$ cat config.mk
export PLATFORM = sky130hd
export DESIGN_NAME = sliding_harmonic_mean_flat
export DESIGN_NICKNAME = d
export VERILOG_FILES = /design/src/sv/shm_pkg.sv /design/src/sv/shm_in_if.sv /design/src/sv/shm_out_if.sv /design/src/sv/sliding_harmonic_mean.sv /design/src/sv/shm_ring.sv /design/src/sv/shm_div.sv /design/src/sv/shm_cfg.sv /design/src/flat_wrapper.sv
export SDC_FILE = /design/constraint.sdc
export NUM_CORES = 2
export LEC_CHECK = 0
export ABC_AREA = 1
export BUFFER_PORTS_ARGS = -buffer_cell sky130_fd_sc_hd__buf_2
export CORE_AREA = 5 5 782 474
export DETAILED_ROUTE_END_ITERATION = 8
export DIE_AREA = 0 0 787 479
export HOLD_SLACK_MARGIN = 0.02
export PLACE_DENSITY_LB_ADDON = 0.05
export REMOVE_ABC_BUFFERS = 1
export SETUP_SLACK_MARGIN = 0.1
export SYNTH_ARGS = -nofsm -noshare
export SYNTH_HDL_FRONTEND = slang
export SYNTH_SLANG_ARGS = --single-unit
$ cat constraint.sdc
create_clock -name i_clk -period 12.57 [get_ports i_clk]
set_input_delay 1.257 -clock i_clk [delete_from_list [all_inputs] [get_ports i_clk]]
set_output_delay 1.257 -clock i_clk [all_outputs]
set_load 0.1 [all_outputs]
$ cat src/sv/shm_pkg.sv
// shm_pkg: shared constants and types of the sliding harmonic mean block
// depends on nothing; every other file uses it by scoped names
package shm_pkg;

    // window and fixed-point sizing
    localparam int MAX_WINDOW      = 64;
    localparam int RECIP_FRAC_BITS = 16;
    localparam int SLOT_W          = $clog2(MAX_WINDOW);
    localparam int WLEN_W          = 7;
    localparam int SAMPLE_W        = 16;
    localparam int MEAN_W          = 24;
    localparam int SCALE_W         = 10;
    localparam int MS_SCALE        = 1000;
    localparam int RECIP_W         = SCALE_W + RECIP_FRAC_BITS;
    localparam int SUM_W           = RECIP_W + SLOT_W;
    localparam int MEAN_SHIFT      = RECIP_FRAC_BITS + 8;
    localparam int NUM_W           = $clog2(MAX_WINDOW * MS_SCALE + 1) + MEAN_SHIFT;
    localparam int CNT_W           = $clog2(NUM_W + 1);
    localparam int WLEN_RESET      = 16;

    // 1000 * 2^frac, aligned to the top of the divider's dividend register
    localparam logic [NUM_W-1:0] RECIP_ONE_ALIGNED =
        NUM_W'(MS_SCALE) << (NUM_W - SCALE_W);
    localparam logic [MEAN_W-1:0] MEAN_MAX = '1;

    // configuration port
    localparam int PADDR_W = 3;
    localparam int PDATA_W = 32;
    localparam logic REG_WINDOW_LEN = 1'b0;

    // sequencer states
    typedef enum logic [2:0] {
        ST_IDLE,
        ST_RECIP,
        ST_UPDATE,
        ST_LAUNCH,
        ST_MEAN,
        ST_DONE
    } t_state;

    // divider request and response
    typedef struct packed {
        logic              start;
        logic [NUM_W-1:0]  dividend;
        logic [SUM_W-1:0]  divisor;
        logic [CNT_W-1:0]  steps;
    } t_div_req;

    typedef struct packed {
        logic               done;
        logic [RECIP_W-1:0] quotient;
        logic               ovf;
    } t_div_rsp;

    // configuration register view
    typedef struct packed {
        logic              clear;
        logic [WLEN_W-1:0] wlen;
    } t_cfg;

endpackage

$ cat src/sv/shm_in_if.sv
// shm_in_if: input channel carrying one delay sample per beat
// depends on shm_pkg for the field width
interface shm_in_if;
    logic                           valid;
    logic                           ready;
    logic [shm_pkg::SAMPLE_W-1:0]   sample_delay;

    modport source (output valid, output sample_delay, input ready);
    modport sink   (input valid, input sample_delay, output ready);
endinterface

$ cat src/sv/shm_out_if.sv
// shm_out_if: output channel carrying one harmonic mean per beat
// depends on shm_pkg for the field width
interface shm_out_if;
    logic                           valid;
    logic                           ready;
    logic [shm_pkg::MEAN_W-1:0]     mean_q8;

    modport source (output valid, output mean_q8, input ready);
    modport sink   (input valid, input mean_q8, output ready);
endinterface

$ cat src/sv/sliding_harmonic_mean.sv
// sliding_harmonic_mean: top level, sequencer around the reciprocal ring and divider
// depends on shm_pkg, shm_in_if, shm_out_if, shm_ring, shm_div and shm_cfg
//
// Usage
//   i_in carries one delay sample (ms) per beat, o_out one mean_q8 per beat.
//   The apb port holds window_len at byte address 0; a write to it clears the
//   window and should only be issued while no sample is in flight.
//   Samples are worked one at a time. A zero sample gives 0 through the
//   done state and the output register. A nonzero sample runs a 26-step
//   division for its reciprocal and a read-modify-write of the ring slot.
//   Once the window is full, a second 40-step division for the mean
//   follows. Both divisions use the one shared divider, which sets the pace.
//   The result sits in an output register; the next sample is taken while it
//   waits, and a stalled receiver only holds the block once a second result
//   is ready.
//   Reset (synchronous, active low) sets window_len to 16, empties the window
//   and drops o_out.valid. Ring contents need no clearing, as an entry is only
//   read back after the window has been refilled.
module sliding_harmonic_mean (
    input  logic                          i_clk,
    input  logic                          i_rst_n,
    shm_in_if.sink                        i_in,
    shm_out_if.source                     o_out,
    input  logic                          psel,
    input  logic                          penable,
    input  logic                          pwrite,
    input  logic [shm_pkg::PADDR_W-1:0]   paddr,
    input  logic [shm_pkg::PDATA_W-1:0]   pwdata,
    output logic [shm_pkg::PDATA_W-1:0]   prdata,
    output logic                          pready
);

    shm_pkg::t_state  r_state, n_state;
    shm_pkg::t_cfg    w_cfg;
    shm_pkg::t_div_req w_div_req;
    shm_pkg::t_div_rsp w_div_rsp;

    logic [shm_pkg::SAMPLE_W-1:0] r_sample;
    logic [shm_pkg::SLOT_W-1:0]   r_slot;
    logic [shm_pkg::WLEN_W-1:0]   r_fill;
    logic [shm_pkg::SUM_W-1:0]    r_sum;
    logic [shm_pkg::RECIP_W-1:0]  r_recip;
    logic [shm_pkg::MEAN_W-1:0]   r_res;
    logic                         r_out_valid;
    logic [shm_pkg::MEAN_W-1:0]   r_out_data;

    logic                          w_accept;
    logic                          w_load_out;
    logic                          w_full;
    logic                          w_fill_done;
    logic [shm_pkg::SLOT_W-1:0]    w_slot;
    logic [shm_pkg::WLEN_W-1:0]    w_slot_inc;
    logic [shm_pkg::WLEN_W-1:0]    w_fill_next;
    logic [shm_pkg::SUM_W-1:0]     w_sum_next;
    logic [shm_pkg::RECIP_W-1:0]   w_old;
    logic [shm_pkg::WLEN_W+shm_pkg::SCALE_W-1:0] w_scaled;
    logic [shm_pkg::NUM_W-1:0]     w_num;
    logic                          w_mem_re;
    logic                          w_mem_we;
    logic                          w_sat;

    // configuration register
    shm_cfg u_cfg (
        .i_clk   (i_clk),
        .i_rst_n (i_rst_n),
        .psel    (psel),
        .penable (penable),
        .pwrite  (pwrite),
        .paddr   (paddr),
        .pwdata  (pwdata),
        .prdata  (prdata),
        .pready  (pready),
        .o_cfg   (w_cfg)
    );

    // reciprocal ring
    shm_ring u_ring (
        .i_clk   (i_clk),
        .i_we    (w_mem_we),
        .i_waddr (w_slot),
        .i_wdata (r_recip),
        .i_re    (w_mem_re),
        .i_raddr (w_slot),
        .o_rdata (w_old)
    );

    // shared divider
    shm_div u_div (
        .i_clk   (i_clk),
        .i_rst_n (i_rst_n),
        .i_req   (w_div_req),
        .o_rsp   (w_div_rsp)
    );

    // slot, fill and running sum arithmetic
    always_comb begin
        w_slot      = ({1'b0, r_slot} >= w_cfg.wlen) ? '0 : r_slot;
        w_slot_inc  = shm_pkg::WLEN_W'(w_slot) + 1'b1;
        w_full      = r_fill >= w_cfg.wlen;
        w_fill_next = w_full ? r_fill : r_fill + 1'b1;
        w_fill_done = w_fill_next >= w_cfg.wlen;
        w_sum_next  = r_sum - (w_full ? shm_pkg::SUM_W'(w_old) : '0)
                      + shm_pkg::SUM_W'(r_recip);
        w_scaled    = w_cfg.wlen * shm_pkg::SCALE_W'(shm_pkg::MS_SCALE);
        w_num       = shm_pkg::NUM_W'(w_scaled) << shm_pkg::MEAN_SHIFT;
        w_sat       = w_div_rsp.ovf ||
                      (w_div_rsp.quotient > shm_pkg::RECIP_W'(shm_pkg::MEAN_MAX));
    end

    // next state
    always_comb begin
        n_state = r_state;
        unique case (r_state)
            shm_pkg::ST_IDLE: begin
                if (i_in.valid) begin
                    n_state = (i_in.sample_delay == '0) ? shm_pkg::ST_DONE
                                                        : shm_pkg::ST_RECIP;
                end
            end
            shm_pkg::ST_RECIP: begin
                if (w_div_rsp.done) begin
                    n_state = shm_pkg::ST_UPDATE;
                end
            end
            shm_pkg::ST_UPDATE: begin
                n_state = w_fill_done ? shm_pkg::ST_LAUNCH : shm_pkg::ST_DONE;
            end
            shm_pkg::ST_LAUNCH: begin
                n_state = shm_pkg::ST_MEAN;
            end
            shm_pkg::ST_MEAN: begin
                if (w_div_rsp.done) begin
                    n_state = shm_pkg::ST_DONE;
                end
            end
            shm_pkg::ST_DONE: begin
                if (!r_out_valid || o_out.ready) begin
                    n_state = shm_pkg::ST_IDLE;
                end
            end
            default: n_state = shm_pkg::ST_IDLE;
        endcase
    end

    // state outputs
    always_comb begin
        i_in.ready         = 1'b0;
        w_mem_re           = 1'b0;
        w_mem_we           = 1'b0;
        w_load_out         = 1'b0;
        w_div_req.start    = 1'b0;
        w_div_req.dividend = shm_pkg::RECIP_ONE_ALIGNED;
        w_div_req.divisor  = shm_pkg::SUM_W'(i_in.sample_delay);
        w_div_req.steps    = shm_pkg::CNT_W'(shm_pkg::RECIP_W);
        unique case (r_state)
            shm_pkg::ST_IDLE: begin
                i_in.ready      = 1'b1;
                w_mem_re        = i_in.valid;
                w_div_req.start = i_in.valid && (i_in.sample_delay != '0);
            end
            shm_pkg::ST_UPDATE: begin
                w_mem_we = 1'b1;
            end
            shm_pkg::ST_LAUNCH: begin
                w_div_req.start    = 1'b1;
                w_div_req.dividend = w_num;
                w_div_req.divisor  = r_sum;
                w_div_req.steps    = shm_pkg::CNT_W'(shm_pkg::NUM_W);
            end
            shm_pkg::ST_DONE: begin
                w_load_out = !r_out_valid || o_out.ready;
            end
            default: begin
            end
        endcase
    end

    assign w_accept = i_in.valid && i_in.ready;

    always_ff @(posedge i_clk) begin
        if (!i_rst_n) begin
            r_state <= shm_pkg::ST_IDLE;
        end else begin
            r_state <= n_state;
        end
    end

    // window state: sum, fill count and write slot
    always_ff @(posedge i_clk) begin
        if (!i_rst_n || w_cfg.clear) begin
            r_sum  <= '0;
            r_fill <= '0;
            r_slot <= '0;
        end else if (r_state == shm_pkg::ST_UPDATE) begin
            r_sum  <= w_sum_next;
            r_fill <= w_fill_next;
            r_slot <= (w_slot_inc >= w_cfg.wlen) ? '0
                                                 : w_slot_inc[shm_pkg::SLOT_W-1:0];
        end
    end

    // per-sample working registers
    always_ff @(posedge i_clk) begin
        if (w_accept) begin
            r_sample <= i_in.sample_delay;
            r_res    <= '0;
        end
        if (r_state == shm_pkg::ST_RECIP && w_div_rsp.done) begin
            r_recip <= w_div_rsp.quotient;
        end
        if (r_state == shm_pkg::ST_UPDATE) begin
            r_res <= shm_pkg::MEAN_W'(r_sample);
        end
        if (r_state == shm_pkg::ST_MEAN && w_div_rsp.done) begin
            r_res <= w_sat ? shm_pkg::MEAN_MAX
                           : w_div_rsp.quotient[shm_pkg::MEAN_W-1:0];
        end
    end

    // output register
    always_ff @(posedge i_clk) begin
        if (!i_rst_n) begin
            r_out_valid <= 1'b0;
        end else if (w_load_out) begin
            r_out_valid <= 1'b1;
        end else if (o_out.ready) begin
            r_out_valid <= 1'b0;
        end
    end

    always_ff @(posedge i_clk) begin
        if (w_load_out) begin
            r_out_data <= r_res;
        end
    end

    assign o_out.valid   = r_out_valid;
    assign o_out.mean_q8 = r_out_data;

endmodule

$ cat src/sv/shm_ring.sv
// shm_ring: ring of stored reciprocals, one write and one registered read port
// depends on shm_pkg for depth and width
module shm_ring (
    input  logic                          i_clk,
    input  logic                          i_we,
    input  logic [shm_pkg::SLOT_W-1:0]    i_waddr,
    input  logic [shm_pkg::RECIP_W-1:0]   i_wdata,
    input  logic                          i_re,
    input  logic [shm_pkg::SLOT_W-1:0]    i_raddr,
    output logic [shm_pkg::RECIP_W-1:0]   o_rdata
);

    logic [shm_pkg::RECIP_W-1:0] r_mem [shm_pkg::MAX_WINDOW];
    logic [shm_pkg::RECIP_W-1:0] r_rdata;

    // write port
    always_ff @(posedge i_clk) begin
        if (i_we) begin
            r_mem[i_waddr] <= i_wdata;
        end
    end

    // read port, registered
    always_ff @(posedge i_clk) begin
        if (i_re) begin
            r_rdata <= r_mem[i_raddr];
        end
    end

    assign o_rdata = r_rdata;

endmodule

$ cat src/sv/shm_div.sv
// shm_div: restoring divider, one quotient bit per cycle, shared by both divisions
// depends on shm_pkg for widths and the request/response structs
module shm_div (
    input  logic                i_clk,
    input  logic                i_rst_n,
    input  shm_pkg::t_div_req   i_req,
    output shm_pkg::t_div_rsp   o_rsp
);

    logic [shm_pkg::CNT_W-1:0]   r_cnt;
    logic                        r_done;
    logic [shm_pkg::SUM_W-1:0]   r_rem;
    logic [shm_pkg::NUM_W-1:0]   r_dvd;
    logic [shm_pkg::SUM_W-1:0]   r_dvs;
    logic [shm_pkg::RECIP_W-1:0] r_q;
    logic                        r_ovf;

    logic [shm_pkg::SUM_W:0]     w_trial;
    logic [shm_pkg::SUM_W:0]     w_diff;
    logic                        w_ge;

    // one trial subtraction per step
    always_comb begin
        w_trial = {r_rem, r_dvd[shm_pkg::NUM_W-1]};
        w_ge    = w_trial >= {1'b0, r_dvs};
        w_diff  = w_trial - {1'b0, r_dvs};
    end

    // step counter and done pulse
    always_ff @(posedge i_clk) begin
        if (!i_rst_n) begin
            r_cnt  <= '0;
            r_done <= 1'b0;
        end else begin
            r_done <= 1'b0;
            if (i_req.start) begin
                r_cnt <= i_req.steps;
            end else if (r_cnt != '0) begin
                r_cnt <= r_cnt - 1'b1;
                if (r_cnt == shm_pkg::CNT_W'(1)) begin
                    r_done <= 1'b1;
                end
            end
        end
    end

    // remainder, dividend and quotient shift
    always_ff @(posedge i_clk) begin
        if (i_req.start) begin
            r_rem <= '0;
            r_dvd <= i_req.dividend;
            r_dvs <= i_req.divisor;
            r_q   <= '0;
            r_ovf <= 1'b0;
        end else if (r_cnt != '0) begin
            r_rem <= w_ge ? w_diff[shm_pkg::SUM_W-1:0] : w_trial[shm_pkg::SUM_W-1:0];
            r_dvd <= r_dvd << 1;
            r_q   <= {r_q[shm_pkg::RECIP_W-2:0], w_ge};
            r_ovf <= r_ovf | r_q[shm_pkg::RECIP_W-1];
        end
    end

    assign o_rsp.done     = r_done;
    assign o_rsp.quotient = r_q;
    assign o_rsp.ovf      = r_ovf;

endmodule

$ cat src/sv/shm_cfg.sv
// shm_cfg: apb register holding the window length, write clears the window
// depends on shm_pkg for address layout and the t_cfg struct
module shm_cfg (
    input  logic                          i_clk,
    input  logic                          i_rst_n,
    input  logic                          psel,
    input  logic                          penable,
    input  logic                          pwrite,
    input  logic [shm_pkg::PADDR_W-1:0]   paddr,
    input  logic [shm_pkg::PDATA_W-1:0]   pwdata,
    output logic [shm_pkg::PDATA_W-1:0]   prdata,
    output logic                          pready,
    output shm_pkg::t_cfg                 o_cfg
);

    logic [shm_pkg::WLEN_W-1:0] r_wlen;
    logic [shm_pkg::WLEN_W-1:0] w_raw;
    logic [shm_pkg::WLEN_W-1:0] w_clamped;
    logic                       w_wr;

    // write strobe and clamp of the written length
    always_comb begin
        w_wr  = psel && penable && pwrite && pready &&
                (paddr[2] == shm_pkg::REG_WINDOW_LEN);
        w_raw = pwdata[shm_pkg::WLEN_W-1:0];
        if (w_raw < shm_pkg::WLEN_W'(2)) begin
            w_clamped = shm_pkg::WLEN_W'(2);
        end else if (32'(w_raw) > shm_pkg::MAX_WINDOW) begin
            w_clamped = shm_pkg::WLEN_W'(shm_pkg::MAX_WINDOW);
        end else begin
            w_clamped = w_raw;
        end
    end

    always_ff @(posedge i_clk) begin
        if (!i_rst_n) begin
            r_wlen <= shm_pkg::WLEN_W'(shm_pkg::WLEN_RESET);
        end else if (w_wr) begin
            r_wlen <= w_clamped;
        end
    end

    // read mux
    always_comb begin
        unique case (paddr[2])
            shm_pkg::REG_WINDOW_LEN: prdata = shm_pkg::PDATA_W'(r_wlen);
            default:                 prdata = '0;
        endcase
    end

    assign pready      = 1'b1;
    assign o_cfg.clear = w_wr;
    assign o_cfg.wlen  = r_wlen;

endmodule

$ cat src/flat_wrapper.sv
// flat-port wrapper written by rule: the top's interface ports become plain ports
module sliding_harmonic_mean_flat 
  (i_clk, i_rst_n, psel, penable, pwrite, paddr, pwdata, prdata, pready, i_in_valid, i_in_sample_delay, i_in_ready, o_out_valid, o_out_mean_q8, o_out_ready);
  shm_in_if i_in_i ();
  shm_out_if o_out_i ();
  input  logic i_clk;
  input  logic i_rst_n;
  input  logic psel;
  input  logic penable;
  input  logic pwrite;
  input  logic [shm_pkg::PADDR_W-1:0] paddr;
  input  logic [shm_pkg::PDATA_W-1:0] pwdata;
  output logic [shm_pkg::PDATA_W-1:0] prdata;
  output logic pready;
  input wire logic [$bits(i_in_i.valid)-1:0] i_in_valid;
  input wire logic [$bits(i_in_i.sample_delay)-1:0] i_in_sample_delay;
  output wire logic [$bits(i_in_i.ready)-1:0] i_in_ready;
  output wire logic [$bits(o_out_i.valid)-1:0] o_out_valid;
  output wire logic [$bits(o_out_i.mean_q8)-1:0] o_out_mean_q8;
  input wire logic [$bits(o_out_i.ready)-1:0] o_out_ready;
  assign i_in_i.valid = i_in_valid;
  assign i_in_i.sample_delay = i_in_sample_delay;
  assign i_in_ready = i_in_i.ready;
  assign o_out_valid = o_out_i.valid;
  assign o_out_mean_q8 = o_out_i.mean_q8;
  assign o_out_i.ready = o_out_ready;
  sliding_harmonic_mean u_core (.i_clk(i_clk), .i_rst_n(i_rst_n), .i_in(i_in_i), .o_out(o_out_i), .psel(psel), .penable(penable), .pwrite(pwrite), .paddr(paddr), .pwdata(pwdata), .prdata(prdata), .pready(pready));
endmodule
==> results.md <==
- Headroom to the max-slew limit came out at 0.4218%.
- Summed over all cells, the static leakage comes to 41.40 nW.
- For the pin with the worst max-slew slack, the measured transition is 1488 ps.
- The detailed router finished its first iteration with 5,171 violations.
- The number of cells after detailed placement is 12,910.
- The most frequent cell after synthesis is sky130_fd_sc_hd__nand2_1.
- Dividing the detail-routed wire length by the instance count gives 24.30 um.
- The register clock-pin slew on the reported worst setup and hold paths is 60 ps.
- The final layout contains routed wiring with a total length of 323.2 mm.
- The number of warnings reported in the yosys synthesis log is 0.
- The path with the worst hold slack has its endpoint at u_core.o_out.mean_q8[5].
- The final weighted congestion of routability-driven global placement is 0.8399.
- The die is 787 um wide.
- The final reports fail on capacitance limit.
- The data required time of the worst path is 13,180 ps.
- The run finished, with violations left.
- The synthesized design contains 1,825 enable-type register cells.
- For this run, design rule violations remaining after detail routing come to 0.
- The worst setup path is launched from a flop.
- The kind of end point of the critical path is a flop.
- The slowest cell on the critical path is sky130_fd_sc_hd__buf_4.
- The TritonCTS sink count is 1,947.
- The synthesized design devotes to its leading area cell type 63.29% of total area.
- In this run the count of I/O pins placed on the die edge is 117.
- The number of hold violations in the final report is 0.
- The reported net switching power is 4.423 mW.
- The number of routed nets with antenna violations is 0.
- The count of final max-slew check failures is 0.
- The leading area contributor after synthesis is sky130_fd_sc_hd__edfxtp_1.
- The sequential fraction of the synthesis area is 66.11%.
- The initial antenna violation count is 49.
- The growth of design area from synthesis to finish is 15.51%.
- The pin count of the biggest net entering global routing is 187.
- The maximum net fanout on the critical path is 152.
- Once the clock tree was built, the setup fixing pass inserted 0 buffers.
- The quantity of I/O buffers inserted on ports is 63.
- The quantity of hold-fixing buffers added after cts is 0.
- Derived from the worst setup path, the maximum achievable clock frequency is 0.1500 GHz.
- Walking the worst path, the cells encountered are inv_1, ha_1, nand2_1, nor2_1, nand2_1, nand4_4, buf_4, buf_12, buf_4, buf_12, nand2_1, o211ai_1, nand2_1, o21ai_1, nand2_1, nor2_1, nand2_1.
- Dividing total power by cell area gives a power density of 155.8 mW/mm^2.
- Cells with a size suffix above 1 make up 7.830% of the layout.
- Across the VDD grid, the largest voltage drop is 0.00009376 V.
- Total power for the finished layout comes to 15.59 mW.
- Detailed routing inserted a total of 56,930 vias.
- The switching portion of total power is 28.38%.
- The row count is 172.
- Among the stages of the critical path, the cell type that occurs most often is sky130_fd_sc_hd__nand2_1.
- The period utilization is 53.05%.
- The wire length of the first global-routing pass is 446.2 mm.
- Using the TritonRoute via totals, the vias-per-cell ratio works out to 4.281.
- Setup violations remaining at the end of the flow were counted as 0.
- In the synthesized netlist, the number of instances is 8,130.
- The detailed-routing iteration count for the pre-antenna-repair pass is 7.
- After layout, the minimum clock period comes to 6668 ps.
- Per report_power, the combinational group accounts for 14.3% of the total.
- The type of the worst min-delay path is flop to flop.
- The setup TNS is 0 ps.
- The clock passes through at most 4 buffers.
- Registers are responsible for 46.7% of the overall power.
- The clock latency on the worst-skew pair is 900 ps.
- The area of the placeable core is 0.3635 sq mm.
- For the final database, setup skew stands at 66.03 ps.
- Yosys attributes the largest share of cell area to sky130_fd_sc_hd__edfxtp_1 (63%), sky130_fd_sc_hd__nand2_1 (8.7%), sky130_fd_sc_hd__inv_1 (6.6%), sky130_fd_sc_hd__o211ai_1 (4.3%), sky130_fd_sc_hd__dfxtp_1 (2.8%).
- The count of different cell masters after synthesis is 43.
- The depth of the worst register-to-register path is 17.
- The die covers 0.3770 sq mm.
- For this run, the number of standard cells in the final layout without fillers is 13,300.
- The HPWL after detailed placement is 199.8 mm.
- The height of the chip is 479 um.
- The total CTS buffers is 212.
- The number of nets in the layout is 8,483.
- The share of synthesized registers carrying an async set or reset is 0%.
- The TritonCTS clock tree is built.
- Setup slack on the worst reg-to-reg path comes out at 5900 ps.
- Setup repair after global routing left no endpoint under its margin.
- The count of cells along the worst hold path is 0.
- The total overflow left after global routing is 0.
- The internal power is 11.16 mW.
- After synthesis, the mean cell area works out to 10.65 sq um.
- Once the floorplan was initialized, standard cells occupied 23.82% of the core.
- Data on the critical path arrives at its endpoint at 7270 ps.
- The destination of the worst register-to-register timing path is u_core.u_ring.o_rdata[15].
- The start point of the worst min-delay path is u_core.r_res[5].
- The classification of the worst setup path is flop to flop.
- The total routing resource utilization after global routing is 16.76%.
- The synthesized netlist occupies a cell area of 0.08659 sq mm.
- The via count of the first global-routing pass is 53,720.
- The commonest cells after synthesis are sky130_fd_sc_hd__nand2_1 (2,005), sky130_fd_sc_hd__edfxtp_1 (1,825), sky130_fd_sc_hd__inv_1 (1,529), sky130_fd_sc_hd__o211ai_1 (499), sky130_fd_sc_hd__nor2_1 (371).
- The largest single stage delay on the critical path is 640 ps.
- The most used flip-flop cell after synthesis is sky130_fd_sc_hd__edfxtp_1.
- In this run the critical register-to-register path is launched from u_core.u_cfg.r_wlen[5].
- Counting flops and latches in the post-synthesis netlist gives 1,947.
- The number of gates resized after CTS was 0.
- The clock network accounts for 39.0% of the total power.
- The root buffer cell is sky130_fd_sc_hd__clkbuf_16.
- The number of H-tree branching levels is 4.
- The tool flagged a number of max-cap violations equal to 1.
[flip-flops by register name, indices dropped and copies added (netlist names), 7 cells and up]
| name | cells |
|---|---|
| u_core.u_ring.r_mem | 1664 |
| u_core.r_sum | 32 |
| u_core.u_div.r_dvs | 32 |
| u_core.u_div.r_rem | 32 |
| u_core.r_recip | 26 |
| u_core.u_div.r_q | 26 |
| u_core.u_ring.o_rdata | 26 |
| u_core.o_out.mean_q8 | 24 |
| u_core.r_res | 24 |
| u_core.r_sample | 16 |
| u_core.u_div.r_dvd | 13 |
| u_core.r_fill | 7 |
| u_core.u_cfg.r_wlen | 7 |
[power by group through the flow]
stage          logic [mW]  registers (mW)  clock network [mW]
2_1_floorplan        1.64            7.41                   0
3_3_place_gp         2.20            7.42                   0
3_5_place_dp         2.19            7.42                   0
4_1_cts              2.20            7.28                6.33
5_1_grt              2.47            7.30                6.58
6_report             2.22            7.28                6.08
[worst max-delay path by stage]
stage,startpoint,end,slack (ps),cells past startpoint
floorplan,u_core.r_slot[0],u_core.u_ring.r_mem[17][0],-21490,9
global placement,u_core.u_cfg.r_wlen[4],u_core.u_ring.o_rdata[18],5700,17
detailed placement,u_core.u_cfg.r_wlen[5],u_core.u_ring.o_rdata[18],5760,17
CTS,u_core.u_cfg.r_wlen[5],u_core.u_ring.o_rdata[18],5740,17
global route,u_core.u_cfg.r_wlen[5],u_core.u_ring.o_rdata[15],5460,17
finish,u_core.u_cfg.r_wlen[5],u_core.u_ring.o_rdata[15],5900,17
[cell usage in the layout (no fill, tap or decap), drive strengths merged, types with 6 or more instances in the layout]
| cell type | count |
|---|---|
| a211oi | 6 |
| a21boi | 8 |
| a21o | 7 |
| a21oi | 167 |
| buf | 264 |
| bufinv | 11 |
| clkbuf | 271 |
| clkinv | 86 |
| conb | 26 |
| dfxtp | 122 |
| diode | 11 |
| edfxtp | 1825 |
| fa | 45 |
| ha | 126 |
| inv | 1548 |
| nand2 | 2005 |
| nand3 | 369 |
| nand4 | 87 |
| nor2 | 379 |
| nor3 | 29 |
| o211ai | 499 |
| o21ai | 404 |
| o21bai | 9 |
| o22ai | 26 |
| or2 | 6 |
| xnor2 | 20 |
| xor2 | 41 |
[cell type report]
class	instances	area, sq um
fillers	37850	263500
flip-flops and latches	1947	57250
multi-input cells	4286	22460
well taps	4872	6096
inverters	1543	5799
clock buffers	271	5588
repair buffers	264	1974
clock inverters	105	823.3
diodes	11	27.53
[routing by layer]
metal | share of wire (%) | vias to the layer above | routed length (um) | GRT usage (%)
li1 | - | 27360 | - | -
met1 | 55 | 28000 | 177200 | 27.73
met2 | 38 | 1269 | 123100 | 22.52
met3 | 5.7 | 299 | 18470 | 2.912
met4 | 1.4 | 4 | 4418 | 2.475
met5 | 0.0065 | - | 21 | 0
[cells by family after synthesis]
logic type	after synthesis	share of synthesized area (%)
simple gates	2886	13.42
flops	1947	66.11
buf+inv	1921	8.752
compound gates	1142	8.229
fa+ha+maj	171	2.861
xor+xnor	61	0.6170
other cells	2	0.008673
[through the flow]
stage,instance area [sq um],setup WS [ps],util [%],hold slack (ps)
finish,100000,5902,27.52,405.5
global route,100000,5459,27.51,415.8
CTS,99990,5740,27.51,412.2
detailed placement,93580,5763,25.75,405.7
global placement,93580,5701,25.75,407.0
floorplan,84900,-21490,-,400.3
[worst max-delay path: cells and delay by family, from the launching register on]
| kind | cells | cell delay, ps |
|---|---|---|
| buffers and inverters | 5 | 2760 |
| and+or+nand+nor | 9 | 1940 |
| DFF | 1 | 530 |
| adders and majority gates | 1 | 450 |
| AOI/OAI and AO/OA | 2 | 340 |
Note: power is estimated with default switching activity, not from simulation.
